==> src/rtl/lookahead_stereo_peak_limiter_core_assert.svh <==
// Assertion macros for the lookahead stereo peak limiter
`ifndef LOOKAHEAD_STEREO_PEAK_LIMITER_CORE_ASSERT_SVH
`define LOOKAHEAD_STEREO_PEAK_LIMITER_CORE_ASSERT_SVH
`define LSPL_ASSERT_IMPL(lbl, clk, rst_n, ante, cons, msg) \
    lbl: assert property (@(posedge clk) disable iff (!rst_n) (ante) |-> (cons)) \
        else $error(msg);
`define LSPL_ASSERT_NEXT(lbl, clk, rst_n, ante, cons, msg) \
    lbl: assert property (@(posedge clk) disable iff (!rst_n) (ante) |=> (cons)) \
        else $error(msg);
`endif

==> src/rtl/lspl_pkg.sv <==
// Shared types and constants for the lookahead stereo peak limiter
`default_nettype none
package lspl_pkg;
    localparam int SW = 24;
    localparam int GW = 25;
    localparam logic [GW-1:0] UNITY = 25'h1000000;
    localparam logic OP_PUSH  = 1'b0;
    localparam logic OP_DRAIN = 1'b1;
    localparam logic [1:0] REG_CEILING  = 2'd0;
    localparam logic [1:0] REG_RELEASE  = 2'd1;
    localparam logic [1:0] REG_LOOKAHEAD = 2'd2;
    localparam logic [1:0] REG_WSTEP    = 2'd3;

    typedef struct packed {
        logic start;
        logic push;
        logic emit;
        logic recover;
        logic scan_rd;
        logic scan_eval;
        logic div_start;
        logic cand_apply;
        logic scan_next;
        logic out_start;
        logic out_step;
    } t_cmd;

    typedef struct packed {
        logic emit_due;
        logic scan_more;
        logic exceeds;
        logic div_done;
        logic out_done;
    } t_stat;
endpackage
`default_nettype wire

==> src/rtl/lspl_ctrl.sv <==
// Sequencing controller for the limiter
`default_nettype none
module lspl_ctrl (
    input  wire                  i_clk,
    input  wire                  i_rst_n,
    input  wire                  i_valid,
    output logic                 o_ready,
    output logic                 o_valid,
    input  wire                  i_ready,
    input  wire                  i_is_push,
    output lspl_pkg::t_cmd       o_cmd,
    input  wire lspl_pkg::t_stat i_stat
);
    import lspl_pkg::*;
    localparam logic [3:0] S_IDLE = 4'd0, S_PUSH = 4'd1, S_CHK = 4'd2, S_REC = 4'd3,
                           S_RD = 4'd4, S_EV = 4'd5, S_TST = 4'd6, S_DIV = 4'd7,
                           S_APP = 4'd8, S_OUT = 4'd9, S_OUT2 = 4'd10, S_RES = 4'd11;
    logic [3:0] r_st, n_st;
    logic r_push, r_ov, n_ov;

    always_comb begin
        n_st = r_st; n_ov = r_ov;
        o_cmd = '0;
        o_ready = (r_st == S_IDLE);
        if (r_ov && i_ready) n_ov = 1'b0;
        unique case (r_st)
            S_IDLE: if (i_valid && o_ready) begin o_cmd.start = 1'b1; n_st = S_PUSH; end
            S_PUSH: begin o_cmd.push = r_push; n_st = S_CHK; end
            S_CHK:  n_st = i_stat.emit_due ? S_REC : S_IDLE;
            S_REC:  begin o_cmd.recover = 1'b1; n_st = S_RD; end
            S_RD:   if (i_stat.scan_more) begin o_cmd.scan_rd = 1'b1; n_st = S_EV; end
                    else begin o_cmd.out_start = 1'b1; n_st = S_OUT; end
            S_EV:   begin o_cmd.scan_eval = 1'b1; n_st = S_TST; end
            S_TST:  if (i_stat.exceeds) begin o_cmd.div_start = 1'b1; n_st = S_DIV; end
                    else begin o_cmd.scan_next = 1'b1; n_st = S_RD; end
            S_DIV:  if (i_stat.div_done) n_st = S_APP;
            S_APP:  begin o_cmd.cand_apply = 1'b1; o_cmd.scan_next = 1'b1; n_st = S_RD; end
            S_OUT:  begin o_cmd.out_step = 1'b1; n_st = S_OUT2; end
            S_OUT2: begin o_cmd.out_step = 1'b1; n_st = i_stat.out_done ? S_RES : S_OUT2; end
            S_RES:  if (!r_ov) begin o_cmd.emit = 1'b1; n_ov = 1'b1; n_st = S_IDLE; end
            default: n_st = S_IDLE;
        endcase
    end
    assign o_valid = r_ov;

    always_ff @(posedge i_clk) begin
        if (!i_rst_n) begin
            r_st <= S_IDLE; r_ov <= 1'b0; r_push <= 1'b0;
        end else begin
            r_st <= n_st; r_ov <= n_ov;
            if (o_cmd.start) r_push <= i_is_push;
        end
    end
endmodule
`default_nettype wire

==> config.mk <==
export PLATFORM = sky130hd
export DESIGN_NAME = lspl_ctrl
export DESIGN_NICKNAME = d
export VERILOG_FILES = /design/src/rtl/lookahead_stereo_peak_limiter_core_assert.svh /design/src/rtl/lspl_pkg.sv /design/src/rtl/lspl_ctrl.sv
export SDC_FILE = /design/constraint.sdc
export NUM_CORES = 1
export LEC_CHECK = 0
export ABC_CLOCK_PERIOD_IN_PS = 1100
export BUFFER_PORTS_ARGS = -buffer_cell sky130_fd_sc_hd__buf_2
export CORE_MARGIN = 10
export CORE_UTILIZATION = 44
export CTS_BUF_LIST = sky130_fd_sc_hd__clkbuf_8
export DETAILED_ROUTE_END_ITERATION = 7
export PLACE_DENSITY = 0.77
export SYNTH_ARGS = -nofsm -noshare
export SYNTH_HDL_FRONTEND = slang
export SYNTH_SLANG_ARGS = --single-unit
==> constraint.sdc <==
create_clock -name i_clk -period 1.1 [get_ports i_clk]
set_input_delay 0.11 -clock i_clk [delete_from_list [all_inputs] [get_ports i_clk]]
set_output_delay 0.11 -clock i_clk [all_outputs]
set_load 0.005 [all_outputs]
; ---- Word level (Yosys, flattened, before mapping)
; Index checks and enable logic that the tools add are counted.
[word_totals]
register_bits = 6
latch_bits = 0
mem_bits_rw = 0
mem_bits_ro = 0
input_bits = 10
n_memories = 0
[classes]
n_addsub = 0
mul = 0
div = 0
n_lt_le_gt_ge = 0
n_eq_ne = 14
shift = 0
muxes = 28
bitwise_logic = 0
reduce_logical = 6
[ops]
columns = cell, count
row1 = $pmux W4 S11, 1
row2 = $mux W1, 20
row3 = $eq A4 B3 Y1 const B, 4
row4 = $eq A4 B4 Y1 const B, 4
row5 = $mux W4, 4
row6 = $eq A4 B2 Y1 const B, 2
row7 = $eq A4 B1 Y1 const B, 1
row8 = $logic_not A4 Y1, 1
row9 = $mux W2, 2
row10 = $ne A2 B2 Y1 const B, 2
row11 = $reduce_or A2 Y1, 2
row12 = $reduce_and A3 Y1, 1
row13 = $logic_and A1 B1 Y1, 2
row14 = $ne A2 B1 Y1 const B, 1
row15 = $pmux W1 S2, 1

; ---- Logic depth before layout (Yosys ltp)
; Gate-level depths: netlist (run 1).
[depth]
ltp_word = 4
depth_mapped = 4
depth_no_buf = 3

; ---- Worst setup path before layout (run 1)
; OpenSTA, ideal clock, no wires.
[synth_timing]
path_kind = flip-flop to flip-flop
start = register r_st[0]
end = register r_st[0]
setup_time_ns = 0.117
arrival_ns = 1.111
t_required_ns = 0.983
setup_slack_ns = -0.128
path_stages_with_launch = 5
period_less_slack_ns = 1.228
path_cell_list = dfxtp_1 > buf_6 > nor4_4 > a221oi_2 > a32o_1
[synth_via]
elab_chain_cells = 4
elab_cells_between_ends = 19
classes_between = 14 x eq/ne / 1 x mux / 4 x reduce/logical
[synth_lines]
columns = element, line
row1 = "start, declared", lspl_ctrl.sv:18  ; logic [3:0] r_st, n_st;
row2 = "start signal, assigned", lspl_ctrl.sv:50  ; r_st <= n_st; r_ov <= n_ov;
row3 = $logic_not A4 Y1 *, lspl_ctrl.sv:24  ; o_ready = (r_st == S_IDLE);
row4 = net o_ready, lspl_ctrl.sv:7  ; output logic o_ready,
row5 = $logic_and A1 B1 Y1, lspl_ctrl.sv:27  ; S_IDLE: if (i_valid && o_ready) begin o_cmd.start = 1'b1; n_st = S_PUSH; end
row6 = $ne A2 B1 Y1 (no source line), --
row7 = $reduce_and A3 Y1 (no source line), --
; The timed path passes the listed nets; every way through them passes the cells marked *.
; A chain may end at the register's enable or synchronous reset.

==> summary.md, run 1 <==
| Metric | Value |
|---|---|
| Critical path launch point type | `flip-flop` |
| Share of layout cells above drive strength 1 | `67.9%` |
| Net Sw Power | `0.00119 W` |
| Initial antenna violation count | `0` |
| Clk buf depth | `2` |
| FP Rows | `12` |
| 1st-pass router iterations | `4` |
| Sequential-to-total area share from yosys stat | `20.8%` |
| GPL Wtd Cong | `0.827` |
| Area after DPL | `752 sq um` |
| Cts hold-fix bufs | `0` |
| Hold-critical path endpoint | `r_st[1]` |
| Req. time, crit path | `990 ps` |
| Core Area | `0.00117 sq mm` |
| CTS clk-pin slew, worst paths | `40 ps` |
| PwrDens | `2750 mW/mm^2` |
| Critical path peak fanout | `8` |
| Lkg Pwr | `0.474 nW` |
| Synth Warn # | `0` |
| Syn Area/Cell | `8.61 sq um` |
| Status | `finished, violations left` |
| Global route total overflow | `0` |
| Hold depth | `2` |
| Clock tree sinks | `6` |
| Root Driver | `clkbuf_8` |
| 1st-iter DRT viols | `33` |
| Hold Crit Class | `in2reg` |
| Initial Util | `49.3%` |
| Pint | `0.00164 W` |
| Sequential power share | `18.4%` |
| Fin. max-slew vios | `0` |
| Synth area leader | `dfxtp_1` |
| Synth Register Bits | `6` |
| Final setup fails | `17` |
| Largest net degree at the start of global routing | `11` |
| WL final | `2540 microns` |
| Switching share of total power | `41.9%` |
| Dpl hpwl | `1320 microns` |
| Clk pwr share | `13.1%` |
| Failing checks | `negative setup slack` |
| Fin util | `87.8%` |
| Final hold viol count | `0` |
| Top cells by area, synth | `dfxtp_1 (21%), buf_6 (5.9%), nand3b_1 (5.2%), o21a_1 (5.2%), nor3_1 (4.3%)` |
| CTS tree | `yes` |
| Mean routed wirelength per cell | `20.2 microns` |
| Max-Cap Viols | `0` |
| Syn nets | `77` |
| Min-delay src | `i_rst_n` |
| Clk_lat worst skew | `230 ps` |
| Flop2flop setup slack | `-270 ps` |
| Worst setup margin | `-324 ps` |
| Finished Cell Area | `0.00103 sq mm` |
| Inserted Diodes | `0` |
| Buffers on Ports | `22` |
| Number of antenna-violating nets in the routed design | `0` |
| DR vias/cell | `5.91` |
| Syn-to-layout area delta | `78.3%` |
| Crit Reg-Reg Startpoint | `r_st[2]` |
| Maximum vdd ir drop | `0.00217 V` |
| Die H | `56.2 microns` |
| Syn Inst Count | `67` |
| Arrival time worst endpoint | `1310 ps` |
| Highest Clock Rate | `702 MHz` |
| Gr usage total | `13.2%` |
| # DRC | `0` |
| # nets final | `123` |
| Total CTS buffers | `3` |
| Vias | `745` |
| Least-Margin Pin Slew | `301 ps` |
| Die Footprint | `0.00316 sq mm` |
| First-pass GRT wire length | `3440 microns` |
| DIE WIDTH | `56.2 microns` |
| Worst Skew | `4.32 ps` |
| Final period util | `129%` |
| Ports | `23` |
| Cell area after synthesis | `577 sq um` |
| Cell variety after synth | `40` |
| Post-synth top area share | `20.8%` |
| Worst R2R End | `r_st[0]` |
| Setup Crit Path Kind | `reg2out` |
| R2R depth | `5` |
| Combinational fraction of design power | `68.5%` |
| RSZ-0062 raised after global routing | `yes` |
| Min cycle time layout | `1420 ps` |
| Vias in the first global route | `721` |
| Relative slew slack | `79.8%` |
| CP endpoint kind | `output pin` |
| Number of H-tree levels | `1` |
==> cell usage in the layout, fill, tap and decap left out, drive strengths merged <==
| cell type | synthesis | final |
|---|---|---|
| a221oi | 2 | 2 |
| xnor2 | 1 | 1 |
| nor3b | 1 | 1 |
| and4b | 1 | 1 |
| and3 | 1 | 1 |
| a21o | 1 | 1 |
| o21ba | 1 | 1 |
| or3b | 1 | 1 |
| a311o | 1 | 1 |
| a21oi | 3 | 3 |
| nand2b | 1 | 1 |
| o221a | 1 | 1 |
| a31o | 1 | 1 |
| o221ai | 1 | 1 |
| o21ai | 1 | 1 |
| and2 | 1 | 1 |
| nor3 | 5 | 5 |
| inv | 3 | 4 |
| nor4 | 2 | 2 |
| or2b | 1 | 1 |
| a211oi | 1 | 1 |
| clkbuf | 0 | 3 |
| nor2 | 2 | 2 |
| a32o | 1 | 1 |
| nor2b | 3 | 3 |
| buf | 6 | 47 |
| o31a | 1 | 1 |
| nor4b | 2 | 2 |
| nand2 | 4 | 4 |
| o21bai | 2 | 2 |
| o21a | 4 | 4 |
| dfxtp | 6 | 6 |
| a21boi | 1 | 1 |
| nand3b | 4 | 4 |
==> registers in the layout, indices dropped and copies added (netlist names) <==
signal and count:
o_valid 1, r_st 4, r_push 1
==> through the flow <==
step	total power [W]	setup TNS (ps)	setup WS, ps	hold slack (ps)	instances
final	0.00283	-3550	-324	159	126
after global routing	0.00297	-4360	-384	179	126
after CTS	0.00244	-3280	-307	159	124
after detailed placement	0.00169	-874	-186	400	109
after global placement	0.00165	-662	-130	395	109
after floorplan	0.00130	-241	-107	227	67
==> worst max-delay path, cell delays in order (launching register included) <==
cell and delay [ps]:
dfxtp_4 390, nor4_4 360, and2_1 190, buf_2 130
==> cell usage after synthesis (all sizes together) <==
library cell,instances
nor3,5
and4b,1
a221oi,2
o221ai,1
buf,6
o21ba,1
nor2,2
o21a,4
nand3b,4
o21bai,2
nor3b,1
nand2b,1
nor4b,2
a31o,1
o21ai,1
a211oi,1
nor2b,3
dfxtp,6
a32o,1
nor4,2
o221a,1
o31a,1
a21boi,1
a21oi,3
or2b,1
a311o,1
inv,3
and3,1
xnor2,1
a21o,1
nand2,4
or3b,1
and2,1
==> power groups by stage <==
stage / logic [W] / registers (W) / clock network, W
detailed placement: 0.00120 / 0.000490 / 0
global route: 0.00206 / 0.000531 / 0.000379
finish: 0.00194 / 0.000520 / 0.000370
CTS: 0.00161 / 0.000471 / 0.000361
floorplan: 0.000909 / 0.000389 / 0
global placement: 0.00116 / 0.000489 / 0
==> cell type report <==
type                    count  area (sq um)
fillers                    59           143
repair buffers             47           324
flip-flops and latches      6           135
clock buffers               3          41.3
clock inverters             1          3.75
inverters                   3          11.3
well taps                  14          17.5
multi-input cells          52           495
==> worst max path at each step <==
stage                     startpoint         to  slack (ps)
after global placement       r_st[2]    r_st[3]        -130
after floorplan              r_st[0]    r_st[0]        -110
final                        r_st[1]  o_cmd[10]        -320
after detailed placement     r_st[2]    r_st[3]        -190
after CTS                    r_st[2]  o_cmd[10]        -310
after global routing         r_st[1]  o_cmd[10]        -380
==> timing repair <==
| item | CTS | global route |
|---|---|---|
| setup buffers | 11 | 3 |
| endpoints found under the setup margin | 17 | 18 |
| pin swaps | 6 | 5 |
| gates cloned | 0 | 0 |
| gates resized for setup | 15 | 17 |
==> per-layer routing <==
layer / track usage, % / part of all wire (%) / up-vias
li1: - / - / 343
met5: 0 / 0 / -
met4: 6.83 / 4.1 / 0
met1: 14.7 / 40 / 348
met2: 21.4 / 49 / 43
met3: 4.33 / 6.2 / 11
==> logic make-up (layout without fill, tap and decap cells) <==
group	after synthesis	in the layout	synth area share, %
and+or+nand+nor	29	29	35.6
buffers and inverters	9	54	10.4
DFF	6	6	20.8
xor gates and xnor gates	1	1	1.52
AOI/OAI and AO/OA	22	22	31.7
(Power assumes the default switching activity.)
==> run 2, diff against run 1 <==
--- a/config.mk
+++ b/config.mk
@@ -10,7 +10,9 @@
 export CORE_MARGIN = 10
 export CORE_UTILIZATION = 44
 export CTS_BUF_LIST = sky130_fd_sc_hd__clkbuf_8
+export CTS_CLUSTER_DIAMETER = 80
 export DETAILED_ROUTE_END_ITERATION = 7
+export MAX_ROUTING_LAYER = met4
 export PLACE_DENSITY = 0.77
 export SYNTH_ARGS = -nofsm -noshare
 export SYNTH_HDL_FRONTEND = slang
==> run 2 against run 1 <==
  * The flow still finishes with violations (negative setup slack)
  * Combinational power barely moved
  * Global-route usage rose by 0.34 points
  * First-iteration DRC count decreased by 15%
  * Clock power is 1% lower
  * Sequential cell count is the same
  * Non-clock buffer count stayed put
  * Final area unchanged
  * Maximum frequency is 0.23% lower
==> summary.md, run 2 (same netlist as run 1, synthesis figures left out) <==
| Metric | Value |
|---|---|
| Critical path launch point type | `flip-flop` |
| Critical path peak fanout | `8` |
| Maximum vdd ir drop | `0.00217 V` |
| Status | `finished, violations left` |
| Initial Util | `49.3%` |
| PwrDens | `2750 mW/mm^2` |
| CTS tree | `yes` |
| Die H | `56.2 microns` |
| CP peak stage delay | `390 ps` |
| Mean routed wirelength per cell | `20.2 microns` |
| Global route total overflow | `0` |
| Delay-heaviest family, CP | `simple AND/OR/NAND/NOR gates` |
| Relative slew slack | `79.4%` |
| Cts hold-fix bufs | `0` |
| Buffers on Ports | `22` |
| Vias | `748` |
| Ports | `23` |
| # nets final | `123` |
| Core Area | `0.00117 sq mm` |
| Top layer in use | `met4` |
| Filler cell count | `59` |
| Register Area | `135 sq um` |
| 1st-pass router iterations | `4` |
| Fin. max-slew vios | `0` |
| Most frequent cells in the layout | `buf_2 (22), buf_4 (18), buf_6 (7)` |
| WL final | `2540 microns` |
| Fin util | `87.8%` |
| Non-Filler Instances | `126` |
| Worst setup margin | `-327 ps` |
| Number of antenna-violating nets in the routed design | `0` |
| Failing checks | `negative setup slack` |
| Placed cell count | `109` |
| Arrival time worst endpoint | `1320 ps` |
| Initial antenna violation count | `0` |
| Final setup fails | `17` |
| Inserted Diodes | `0` |
| DR vias/cell | `5.94` |
| Footprint of the multi-input gates | `495 sq um` |
| Met2 routed WL | `1300 microns` |
| Wl on met1 | `1030 microns` |
| Dpl hpwl | `1320 microns` |
| Clk_lat worst skew | `230 ps` |
| Setup TNS | `-3530 ps` |
| Top reg by flops | `r_st` |
| Largest net degree at the start of global routing | `11` |
| Req. time, crit path | `990 ps` |
| Number of H-tree levels | `1` |
| # DRC | `0` |
| GPL Wtd Cong | `0.840` |
| Clock tree sinks | `6` |
| Vias in the first global route | `721` |
| Syn-to-layout area delta | `78.3%` |
| Clk buf depth | `2` |
| Share of layout cells above drive strength 1 | `67.9%` |
| Highest Clock Rate | `701 MHz` |
| Worst Skew | `1.69 ps` |
| 1st-iter DRT viols | `28` |
| Max FFs per register | `4` |
| CP endpoint kind | `output pin` |
| Max-Cap Viols | `0` |
| Setup Crit Path Kind | `reg2out` |
| Commonest non-fill, non-tap cell in the layout | `buf_2` |
| DIE WIDTH | `56.2 microns` |
| Buf+Inv Stages, Crit Path | `1` |
| FP Rows | `12` |
| Die Footprint | `0.00316 sq mm` |
| Root Driver | `clkbuf_8` |
| Final hold viol count | `0` |
| Worst path cell trace | `nor4_4 > and2_1 > buf_2` |
| Total CTS buffers | `3` |
| Gr usage total | `13.5%` |
| Min cycle time layout | `1430 ps` |
| CTS clk-pin slew, worst paths | `40 ps` |
| Slowest CP cell | `dfxtp_4` |
| First-pass GRT wire length | `3440 microns` |
| RSZ-0062 raised after global routing | `yes` |
| Least-Margin Pin Slew | `307 ps` |
| Hold Crit Class | `in2reg` |
| Wire length on met3 | `138 microns` |
| Final period util | `130%` |
| Lkg Pwr | `0.474 nW` |
## run 2: cell counts in the layout (fill, tap and decap cells not counted)
Identical to the previous run, type by type.
## run 2: layout make-up
type / instances / area share (%)
clock buffer: 3 / 4.01
tap: 14 / 1.70
timing repair buffer: 47 / 31.5
multi-input combinational: 52 / 48.2
clock inverter: 1 / 0.365
inverter: 3 / 1.09
sequential: 6 / 13.1
## run 2: metrics by stage
step | area, sq um | setup WS (ps) | hold WS (ps) | power, W
finish | 1030 | -327 | 159 | 0.00283
global placement | 752 | -130 | 395 | 0.00165
global route | 1030 | -376 | 179 | 0.00297
detailed placement | 752 | -186 | 400 | 0.00169
CTS | 932 | -307 | 159 | 0.00244
floorplan | 586 | -107 | 227 | 0.00130
## run 2: what timing repair did
action	CTS	global route
endpoints found under the setup margin	17	18
gates resized for setup	15	17
pin swaps	6	5
buffers inserted	11	3
## run 2: worst paths after layout
path                               from        end  slack [ps]  cells after the start
worst min register to register   r_push     r_push         680                      2
worst max-delay path            r_st[1]  o_cmd[10]        -330                      3
worst max register to register  r_st[2]    r_st[0]        -260                      5
worst min-delay path            i_rst_n    r_st[1]         160                      2
## run 2: per-layer routing
layer | up-vias | track usage, %
met4 | 0 | 6.83
met3 | 8 | 4.10
met5 | - | -
li1 | 342 | -
met2 | 41 | 21.4
met1 | 357 | 14.8
## run 2: where the power goes
part	internal [W]	switching, W	leakage [nW]
sequential	0.000329	0.000192	0.0519
clock	0.000242	0.000124	0.0269
combinational	0.00107	0.000871	0.395
## run 2: worst reg2reg max path: cells and delay by family (launching register included)
kind            cells  cell delay (ps)
compound gates      3              590
flops               1              360
buf+inv             2              310
